$ cat config.mk
export PLATFORM = sky130hd
export DESIGN_NAME = ffba_ctrl
export DESIGN_NICKNAME = d
export VERILOG_FILES = /design/src/ffba_pkg.sv /design/src/ffba_ctrl.sv
export SDC_FILE = /design/constraint.sdc
export NUM_CORES = 1
export LEC_CHECK = 0
export BUFFER_PORTS_ARGS = -buffer_cell sky130_fd_sc_hd__buf_2
export CORE_AREA = 5 5 42 44
export CTS_CLUSTER_DIAMETER = 50
export DETAILED_ROUTE_END_ITERATION = 7
export DIE_AREA = 0 0 47 49
export GPL_TIMING_DRIVEN = 0
export PLACE_DENSITY = 0.61
export SLEW_MARGIN = 20
export SYNTH_ARGS = -nofsm -noshare
export SYNTH_HDL_FRONTEND = slang
export SYNTH_SLANG_ARGS = --single-unit
export TNS_END_PERCENT = 100
$ cat constraint.sdc
create_clock -name i_clk -period 1.3 [get_ports i_clk]
set_input_delay 0.065 -clock i_clk [delete_from_list [all_inputs] [get_ports i_clk]]
set_output_delay 0.065 -clock i_clk [all_outputs]
set_load 0.02 [all_outputs]
$ cat src/ffba_pkg.sv
`default_nettype none

package ffba_pkg;

    // Reset value of the heap limit register
    localparam logic [63:0] LIMIT_RESET = 64'hFFFF_FFFF_FFFF_F000;

    // Register indexes, selected by paddr[3]
    localparam logic REG_HEAP_BASE  = 1'b0;
    localparam logic REG_HEAP_LIMIT = 1'b1;

    // Request kinds
    localparam logic ACT_ALLOC = 1'b0;
    localparam logic ACT_FREE  = 1'b1;

    // Result status codes
    localparam logic [1:0] ST_OK         = 2'd0;
    localparam logic [1:0] ST_NO_SPACE   = 2'd1;
    localparam logic [1:0] ST_TABLE_FULL = 2'd2;
    localparam logic [1:0] ST_UNKNOWN    = 2'd3;

    // Result and table-update operations issued by the controller
    typedef logic [2:0] t_res_op;
    localparam t_res_op RES_NONE      = 3'd0;
    localparam t_res_op RES_NULL_FREE = 3'd1;
    localparam t_res_op RES_REUSE     = 3'd2;
    localparam t_res_op RES_FREED     = 3'd3;
    localparam t_res_op RES_UNKNOWN   = 3'd4;
    localparam t_res_op RES_NO_SPACE  = 3'd5;
    localparam t_res_op RES_FULL      = 3'd6;
    localparam t_res_op RES_BUMP      = 3'd7;

    typedef struct packed {
        logic    start;     // capture the request, rewind the scan
        logic    scan;      // issue the next table read
        logic    bump_sum;  // form bump pointer plus total
        logic    out_load;  // move the result into the output register
        t_res_op res;       // set result and update the table
    } t_dp_cmd;

    typedef struct packed {
        logic in_alloc;   // request at the input is an allocate
        logic in_null;    // free address at the input is null
        logic is_alloc;   // captured request is an allocate
        logic hit;        // entry read last cycle matches
        logic exhausted;  // no entry left to read or compare
        logic fits;       // bump end lies strictly below the limit
        logic full;       // table holds its maximum of blocks
    } t_dp_stat;

endpackage

`default_nettype wire

$ cat src/ffba_ctrl.sv
`default_nettype none

module ffba_ctrl (
    input  wire logic              i_clk,
    input  wire logic              i_rst_n,
    input  wire logic              i_valid,
    input  wire logic              i_ready,
    input  wire ffba_pkg::t_dp_stat i_stat,
    output ffba_pkg::t_dp_cmd      o_cmd,
    output logic                   o_ready,
    output logic                   o_valid
);

    localparam logic [2:0] S_IDLE     = 3'd0;
    localparam logic [2:0] S_SCAN     = 3'd1;
    localparam logic [2:0] S_BUMP_ADD = 3'd2;
    localparam logic [2:0] S_BUMP_CHK = 3'd3;
    localparam logic [2:0] S_FIN      = 3'd4;

    logic [2:0] r_state;
    logic [2:0] n_state;
    logic       r_out_vld;
    logic       n_out_vld;

    always_comb begin
        n_state = r_state;
        o_cmd   = '0;
        unique case (r_state)
            S_IDLE: begin
                if (i_valid) begin
                    o_cmd.start = 1'b1;
                    if (!i_stat.in_alloc && i_stat.in_null) begin
                        o_cmd.res = ffba_pkg::RES_NULL_FREE;
                        n_state   = S_FIN;
                    end else begin
                        n_state = S_SCAN;
                    end
                end
            end
            S_SCAN: begin
                priority if (i_stat.hit) begin
                    o_cmd.res = i_stat.is_alloc ? ffba_pkg::RES_REUSE : ffba_pkg::RES_FREED;
                    n_state   = S_FIN;
                end else if (i_stat.exhausted) begin
                    if (i_stat.is_alloc) begin
                        n_state = S_BUMP_ADD;
                    end else begin
                        o_cmd.res = ffba_pkg::RES_UNKNOWN;
                        n_state   = S_FIN;
                    end
                end else begin
                    o_cmd.scan = 1'b1;
                end
            end
            S_BUMP_ADD: begin
                o_cmd.bump_sum = 1'b1;
                n_state        = S_BUMP_CHK;
            end
            S_BUMP_CHK: begin
                priority if (!i_stat.fits) begin
                    o_cmd.res = ffba_pkg::RES_NO_SPACE;
                end else if (i_stat.full) begin
                    o_cmd.res = ffba_pkg::RES_FULL;
                end else begin
                    o_cmd.res = ffba_pkg::RES_BUMP;
                end
                n_state = S_FIN;
            end
            S_FIN: begin
                // wait for the output register to drain
                if (!r_out_vld || i_ready) begin
                    o_cmd.out_load = 1'b1;
                    n_state        = S_IDLE;
                end
            end
            default: begin
                n_state = S_IDLE;
            end
        endcase
    end

    assign n_out_vld = o_cmd.out_load ? 1'b1 : (i_ready ? 1'b0 : r_out_vld);
    assign o_ready   = (r_state == S_IDLE);
    assign o_valid   = r_out_vld;

    always_ff @(posedge i_clk) begin
        if (!i_rst_n) begin
            r_state   <= S_IDLE;
            r_out_vld <= 1'b0;
        end else begin
            r_state   <= n_state;
            r_out_vld <= n_out_vld;
        end
    end

    a_start_leaves_idle: assert property (@(posedge i_clk) disable iff (!i_rst_n)
        o_cmd.start |=> (r_state != S_IDLE))
        else $error("accepted word did not leave idle");

endmodule

`default_nettype wire

==> results of run 1 <==
cell type report:
class,count,share of cell area (%)
tap,16,4.145
timing repair buffer,19,20.21
multi-input combinational,38,48.45
sequential,4,17.88
clock buffer,3,4.663
buffer,2,3.886
inverter,1,0.7772
metrics by stage:
stage	utilization (%)	setup slack, ns	TNS, ns	cells
after floorplan	-	0.01751	0	45
final	34.46	0.06932	0	83
after global placement	31.79	0.1075	0	80
after detailed placement	31.79	0.1127	0	80
after global routing	34.46	-0.02410	-0.02410	83
after CTS	33.66	0.01853	0	83
cell usage after synthesis:
cell type  n
a21oi_1    4
a21oi_2    1
and2b_1    1
buf_4      2
dfxtp_1    4
inv_1      1
mux2i_1    1
nand2_1    3
nand2b_1   4
nand2b_2   1
nand3_1    1
nand4_1    1
nor2_1     9
nor2b_1    3
nor3_1     2
nor3_2     1
nor4_1     1
o21ai_0    1
o21ba_2    1
o22ai_1    1
o41ai_2    1
or3_1      1
kinds of logic (layout without fill, tap and decap cells):
kind of cell | count (synthesis) | after routing | share of synthesized area (%)
multiplexers | 1 | 1 | 3.089
AND/OR/NAND/NOR | 28 | 28 | 45.95
buffers and inverters | 3 | 25 | 5.789
AO/OA/AOI/OAI | 9 | 9 | 20.47
flip-flops | 4 | 4 | 24.71
registers in the layout, indices dropped and copies added (netlist names):
name     cells
r_state      3
o_valid      1
power by group through the flow:
stage               logic (W)  clock network, W  registers, W
global route         0.000136          0.000172      0.000143
finish               0.000122          0.000160      0.000141
global placement     0.000120                 0      0.000143
detailed placement   0.000121                 0      0.000143
CTS                  0.000122          0.000167      0.000142
floorplan           0.0000762                 0      0.000142
critical path, cell delays in order, from the launching register on:
cell and delay, ns:
dfxtp_4 0.36, buf_6 0.14, nor4_1 0.23, buf_2 0.20
path summary, 6_finish.rpt:
kind              start         end  slack, ns  cells past startpoint
min reg2reg  r_state[2]  r_state[2]       0.57                      2
max          r_state[1]    o_cmd[5]       0.07                      3
max reg2reg  r_state[0]  r_state[2]       0.17                      4
min             i_rst_n     o_valid       0.08                      2
timing repair:
action | 4_1_cts | 5_1_grt
endpoints found under the setup margin | 4 | 4
pin swaps | 0 | 1
resized for setup | 3 | 4
gates cloned | 0 | 0
metal layers:
layer  GRT usage (%)  routed length [µm]  up-vias
li1                -                   -      203
met1           10.55                 350      160
met2           11.54                 405       12
met3           2.214                  78        4
met4           6.912                  28        0
met5               0                   0        -
==> run summary, run 1 <==
• hold buffer count at CTS: 0
• total power divided by cell area: 876.0 nW/µm²
• Avg Synthesized Cell Area: 7.201 µm²
• antenna violation net count after detailed routing: 0
• clock tree from TritonCTS: yes
• transition time of the tightest slew-check pin: 0.3060 ns
• Sw Share: 31.84%
• post-DR wirelength/cell: 10.40 µm
• post-CTS clock slew at the launch and capture registers of the worst setup and hold paths: 0.04 ns
• unrepaired setup endpoints after global routing: true
• Initial Util: 23.13%
• placer congestion estimate: 0.7015
• clk_skew: 0.005687 ns
• post-synthesis sequential element count: 4
• Critical Path Fanout Max: 10
• buffers from clock root to sink, at most: 2
• gate count of the mapped netlist: 45
• maximum number of pins on one net before global-route repair: 11
• die width: 47 µm
• floorplan die area: 2303 µm²
• commonest cells after routing, fill and taps aside: 18 x buf_2, 8 x nor2_1, 4 x nand2b_1, 4 x a21oi_1
• worst-case headroom to the max-slew limit: 79.44%
• clock root buffer: clkbuf_4
• Net Sw Power: 0.0001347 W
• overall routing resource usage: 8.451%
• area share of the largest cell type after synthesis: 24.71%
• ranking of synthesized cells by area: dfxtp_1 25%, nor2_1 10%, nand2b_1 7.7%
• total number of vias: 379
• number of input and output port buffers inserted: 19
• Routed WL: 863 µm
• vias in the first global route: 336
• Worst EP required: 1.24 ns
• initial detailed-routing violation count: 2
• DRC: 0
• WHS: 0.08199 ns
• path category of the worst min-delay check: primary input to flop
• minimum clock period: 1.231 ns
• layout cell share with drive strength beyond 1: 49.25%
• global-route wire length before repair: 1407 µm
• dpl cell area: 445.4 µm²
• warnings from Yosys: 0
• number of buffers inserted by post-CTS setup repair: 0
• number of buffers created by CTS: 3
• Post-DP HPWL: 688.2 µm
• fraction of power consumed by sequential logic: 33.4%
• Final Cell Area: 483.0 µm²
• floorplan core area: 1401 µm²
• total power consumption of the routed design: 0.0004231 W
• floorplan die height: 49 µm
• Sequential Area: 86.33 µm²
• clock power share: 37.8%
• outcome: completed
• Fin. Hold Viols: 0
• area of the multi-input gates: 234.0 µm²
• total grt overflow: 0
• count of final setup violators: 0
• fin. max-slew vios: 0
• arrival time reported for the critical path endpoint: 1.17 ns
• Worst Setup End Kind: output port
• most common cell after layout, fill and taps aside: buf_2
• Std-Cell Rows: 14
• total nets after synthesis: 56
• post-synth cell types: 22
• fill count: 183
• design internal power: 0.0002884 W
• max-cap violations: 0
• number of antenna violations at the first check in global routing: 0
• leak pwr: 0.2307 nW
• Vias per Instance: 4.566
• classification of the worst setup path: flop to output port
• post-synth design cell area: 324.1 µm²
• sequential share of the synthesized area: 24.71%
• dominant cell type by area after synthesis: dfxtp_1
• Comb pwr share: 28.8%
• total inserted antenna cells: 0
• post-route fraction of the period consumed by the critical path: 94.67%
• highest ir drop seen on vdd: 558.4 µV
• area added between synthesis and finish: 49.03%
• startpoint type of the worst setup path: flop
• layout net count: 80
• DR pass1 iterations: 2
• number of top-level pins: 20
• H-Tree Depth: 1
• Max Clk Rate: 812.6 MHz
• Num Clock Sinks: 4
• worst skew pair latency: 0.24 ns
No activity file was read; power rests on OpenSTA's default activity.
==> run 2: changes to the inputs <==
--- a/config.mk
+++ b/config.mk
@@ -5,13 +5,13 @@
 export SDC_FILE = /design/constraint.sdc
 export NUM_CORES = 1
 export LEC_CHECK = 0
-export BUFFER_PORTS_ARGS = -buffer_cell sky130_fd_sc_hd__buf_2
 export CORE_AREA = 5 5 42 44
 export CTS_CLUSTER_DIAMETER = 50
 export DETAILED_ROUTE_END_ITERATION = 7
 export DIE_AREA = 0 0 47 49
+export DONT_BUFFER_PORTS = 1
 export GPL_TIMING_DRIVEN = 0
-export PLACE_DENSITY = 0.61
+export PLACE_DENSITY = 0.49
 export SLEW_MARGIN = 20
 export SYNTH_ARGS = -nofsm -noshare
 export SYNTH_HDL_FRONTEND = slang
==> run summary, run 2 (same netlist as run 1, synthesis figures left out) <==
• outcome: finished, violations left
• violated checks: negative setup slack
• H-Tree Depth: 1
• number of input and output port buffers inserted: 0
• leak pwr: 0.1839 nW
• maximum number of pins on one net before global-route repair: 11
• flip-flop count of the largest register, all copies and words added: 3
• total inserted antenna cells: 0
• worst-case headroom to the max-slew limit: 74.92%
• clk_skew: 0.002176 ns
• buffers from clock root to sink, at most: 2
• Sequential Area: 91.34 µm²
• number of buffers created by CTS: 3
• Critical Path Fanout Max: 5
• Fin. Hold Viols: 0
• most common cell after layout, fill and taps aside: buf_4
• max-cap violations: 0
• number of top-level pins: 20
• Std-Cell Rows: 14
• Routed WL: 908 µm
• clock root buffer: clkbuf_4
• number of antenna violations at the first check in global routing: 0
• initial detailed-routing violation count: 4
• worst skew pair latency: 0.24 ns
• post-DR wirelength/cell: 12.79 µm
• classification of the worst setup path: flop to output port
• Num Clock Sinks: 4
• post-route fraction of the period consumed by the critical path: 101.4%
• number of non-filler instances in the completed layout: 71
• global-route wire length before repair: 1262 µm
• unrepaired setup endpoints after global routing: true
• count of final setup violators: 1
• total grt overflow: 0
• floorplan die area: 2303 µm²
• fin. max-slew vios: 0
• total length of routed met3 wires: 100 µm
• post-CTS clock slew at the launch and capture registers of the worst setup and hold paths: 0.04 ns
• placer congestion estimate: 0.7415
• max layer used: met4
• floorplan die height: 49 µm
• startpoint type of the worst setup path: flop
• Max Clk Rate: 758.6 MHz
• DR pass1 iterations: 3
• total power divided by cell area: 863.3 nW/µm²
• WHS: 0.0005965 ns
• clock tree from TritonCTS: yes
• minimum clock period: 1.318 ns
• antenna violation net count after detailed routing: 0
• layout cell share with drive strength beyond 1: 49.09%
• transition time of the tightest slew-check pin: 0.3734 ns
• floorplan core area: 1401 µm²
• worst slack after detailed placement: -0.07394 ns
• register bank with the most flops: r_state
• overall routing resource usage: 7.768%
• Initial Util: 23.13%
• vias in the first global route: 292
• Post-DP HPWL: 628.2 µm
• Worst Setup End Kind: output port
• Worst Slack Setup Final: -0.01821 ns
• Worst EP required: 1.24 ns
• highest ir drop seen on vdd: 394.4 µV
• die width: 47 µm
• DRC: 0
• path category of the worst min-delay check: primary input to flop
• length of routed wiring on met1: 380 µm
• met2 wire len: 409 µm
• placed cells: 61
• arrival time reported for the critical path endpoint: 1.25 ns
• area of the multi-input gates: 277.8 µm²
• Vias per Instance: 4.930
• commonest cells after routing, fill and taps aside: 8 x buf_4, 5 x nor2_1, 4 x nand2b_1, 4 x a21oi_1
• layout net count: 68
• total power consumption of the routed design: 0.0004191 W
• area added between synthesis and finish: 49.81%
• total number of vias: 350
• fill count: 160
-- run 2: critical path, stage by stage, from the launching register on --
cell and delay, ns:
dfxtp_4 0.35, nor3_4 0.34, nand2_2 0.13, o22ai_4 0.19
-- run 2: layer usage --
layer  global-route usage, %  vias to the layer above
met5                       0                        -
met4                   4.147                        0
met3                   5.166                        3
met2                   10.18                       15
met1                   9.313                      153
li1                        -                      179
-- run 2: timing repair --
action / CTS / global route
hold buffers: 1 / 0
gates resized for setup: 10 / 7
setup endpoints to repair: 7 / 8
setup buffers: 3 / 3
pin swaps: 3 / 3
endpoints found under the hold margin: 2 / 0
-- run 2: metrics by stage --
stage / cell area (µm²) / TNS (ns) / util [%]
final: 485.5 / -0.01821 / 34.64
after global routing: 485.5 / -0.1696 / 34.64
after CTS: 444.2 / -0.1962 / 31.70
after detailed placement: 350.3 / -0.1076 / 25.00
after global placement: 350.3 / -0.1177 / 25.00
after floorplan: 330.3 / 0 / -
-- run 2: report_power, final --
part           switching, W  internal (W)
Combinational     0.0000714     0.0000556
Sequential        0.0000102      0.000127
Clock             0.0000512      0.000103
-- run 2: worst paths after layout --
path | from | end | slack [ns] | cells after the start
worst max-delay path | r_state[0] | o_cmd[0] | -0.02 | 3
worst min-delay path | i_rst_n | r_state[2] | 0.0006 | 2
worst max register to register | r_state[0] | r_state[2] | 0.03 | 4
worst min register to register | r_state[0] | r_state[0] | 0.60 | 2
-- run 2: cell type report --
type                            count  area share [%]
Tap cell                           16           4.124
Buffer                              2           3.093
Clock buffer                        3           4.639
Timing Repair Buffer                7           11.34
Sequential cell                     4           18.81
Multi-Input combinational cell     38           57.22
Inverter                            1          0.7732
==> run 3: changes to the inputs <==
==> constraint.sdc (replaced) <==
create_clock -name i_clk -period 1.3 [get_ports i_clk]
set_input_delay 0.065 -clock i_clk [delete_from_list [all_inputs] [get_ports i_clk]]
set_output_delay 0.065 -clock i_clk [all_outputs]
set_load 0.1 [all_outputs]
==> run summary, run 3 (same netlist as run 1, synthesis figures left out) <==
• outcome: finished, violations left
• violated checks: negative setup slack
• DR pass1 iterations: 4
• Worst Setup End Kind: output port
• commonest cells after routing, fill and taps aside: 6 x nor2_1, 5 x buf_4, 4 x a21oi_1
• Comb pwr share: 43.2%
• overall routing resource usage: 8.398%
• placer congestion estimate: 0.6365
• number of input and output port buffers inserted: 0
• Post-DP HPWL: 656.6 µm
• total number of vias: 351
• register bank with the most flops: r_state
• clock root buffer: clkbuf_4
• minimum clock period: 2.273 ns
• Core Util, Final: 39.02%
• arrival time reported for the critical path endpoint: 2.21 ns
• unrepaired setup endpoints after global routing: true
• floorplan die height: 49 µm
• Max Clk Rate: 439.9 MHz
• buffers from clock root to sink, at most: 2
• transition time of the tightest slew-check pin: 1.071 ns
• DRC: 0
• highest ir drop seen on vdd: 611.4 µV
• clk_skew: 0.003876 ns
• vias in the first global route: 334
• post-DR wirelength/cell: 12.46 µm
• design internal power: 0.0002907 W
• most common cell after layout, fill and taps aside: nor2_1
• number of top-level pins: 20
• leak pwr: 0.1916 nW
• flip-flop count of the largest register, all copies and words added: 3
• Buffers & Inverters on Critical Path: 0
• Worst EP required: 1.24 ns
• H-Tree Depth: 1
• worst skew pair latency: 0.23 ns
• clock power share: 28.8%
• total inserted antenna cells: 0
• clock tree from TritonCTS: yes
• layout cell share with drive strength beyond 1: 55.36%
• worst slack after detailed placement: -0.8475 ns
• max-cap violations: 0
• area added between synthesis and finish: 68.73%
• fill count: 156
• category of cells accounting for the largest share of critical-path delay: simple AND/OR/NAND/NOR gates
• number of buffers created by CTS: 3
• post-route fraction of the period consumed by the critical path: 174.9%
• worst-case headroom to the max-slew limit: 28.38%
• layout net count: 69
• Initial Util: 23.13%
• final sum of negative setup slack: -3.206 ns
• Num Clock Sinks: 4
• total grt overflow: 0
• slowest cell on the critical path: nor3_4
• count of final setup violators: 8
• CP Cell Sequence: nor3_4 > nand2_2 > o22ai_4
• fraction of power consumed by sequential logic: 27.9%
• Critical Path Fanout Max: 4
• Net Sw Power: 0.0002375 W
• floorplan core area: 1401 µm²
• Sw Share: 44.97%
• Vias per Instance: 4.875
• global-route wire length before repair: 1352 µm
• maximum number of pins on one net before global-route repair: 8
• path category of the worst min-delay check: primary input to flop
• max incr delay on CP: 0.86 ns
• post-CTS clock slew at the launch and capture registers of the worst setup and hold paths: 0.04 ns
• floorplan die area: 2303 µm²
• classification of the worst setup path: flop to output port
• number of antenna violations at the first check in global routing: 0
• Fin. Hold Viols: 0
• WHS: 0.02425 ns
• total power divided by cell area: 966.0 nW/µm²
• initial detailed-routing violation count: 2
• Std-Cell Rows: 14
• fin. max-slew vios: 0
• die width: 47 µm
• antenna violation net count after detailed routing: 0
• startpoint type of the worst setup path: flop
• Worst Slack Setup Final: -0.9732 ns
• Routed WL: 897 µm
-- run 3: repair_timing --
action | in CTS | in global routing
hold buffers | 1 | 0
setup buffers | 6 | 0
endpoints found under the setup margin | 9 | 9
hold endpoints to repair | 2 | 0
pin swaps | 6 | 1
resized for setup | 11 | 3
-- run 3: metrics by stage --
stage	instance area, µm²	total power (W)	instances
floorplan	382.9	0.0003414	45
global placement	402.9	0.0003534	61
detailed placement	420.4	0.0003568	62
CTS	533.0	0.0005365	72
global route	546.8	0.0005589	72
finish	546.8	0.0005282	72
-- run 3: power by group through the flow --
| stage | Sequential [W] | Combinational, W | Clock (W) |
|---|---|---|---|
| finish | 0.000148 | 0.000228 | 0.000152 |
| floorplan | 0.000152 | 0.000189 | 0 |
| global placement | 0.000155 | 0.000198 | 0 |
| global route | 0.000149 | 0.000239 | 0.000171 |
| CTS | 0.000149 | 0.000227 | 0.000161 |
| detailed placement | 0.000155 | 0.000202 | 0 |
-- run 3: final timing paths --
kind / startpoint / endpoint / slack (ns) / cells past startpoint
worst max-delay path: r_state[1] / o_cmd[0] / -0.97 / 3
worst min register to register: r_state[0] / r_state[0] / 0.63 / 2
worst max register to register: r_state[1] / r_state[2] / -0.56 / 4
worst min-delay path: i_rst_n / r_state[2] / 0.02 / 2
-- run 3: layer usage --
layer	part of all wire, %	GRT usage (%)	vias up
met5	0	0	-
met4	0	2.765	0
met3	14	5.904	0
met2	44	11.54	18
met1	42	10.18	154
li1	-	-	179
-- run 3: cell type report --
type	count	area, µm²	area share [%]
plain buffers	2	22.52	4.119
clock buffers	3	22.52	4.119
inverters	1	7.507	1.373
multi-input cells	38	307.8	56.29
flip-flops and latches	4	92.59	16.93
well taps	16	20.02	3.661
repair buffers	8	73.82	13.50
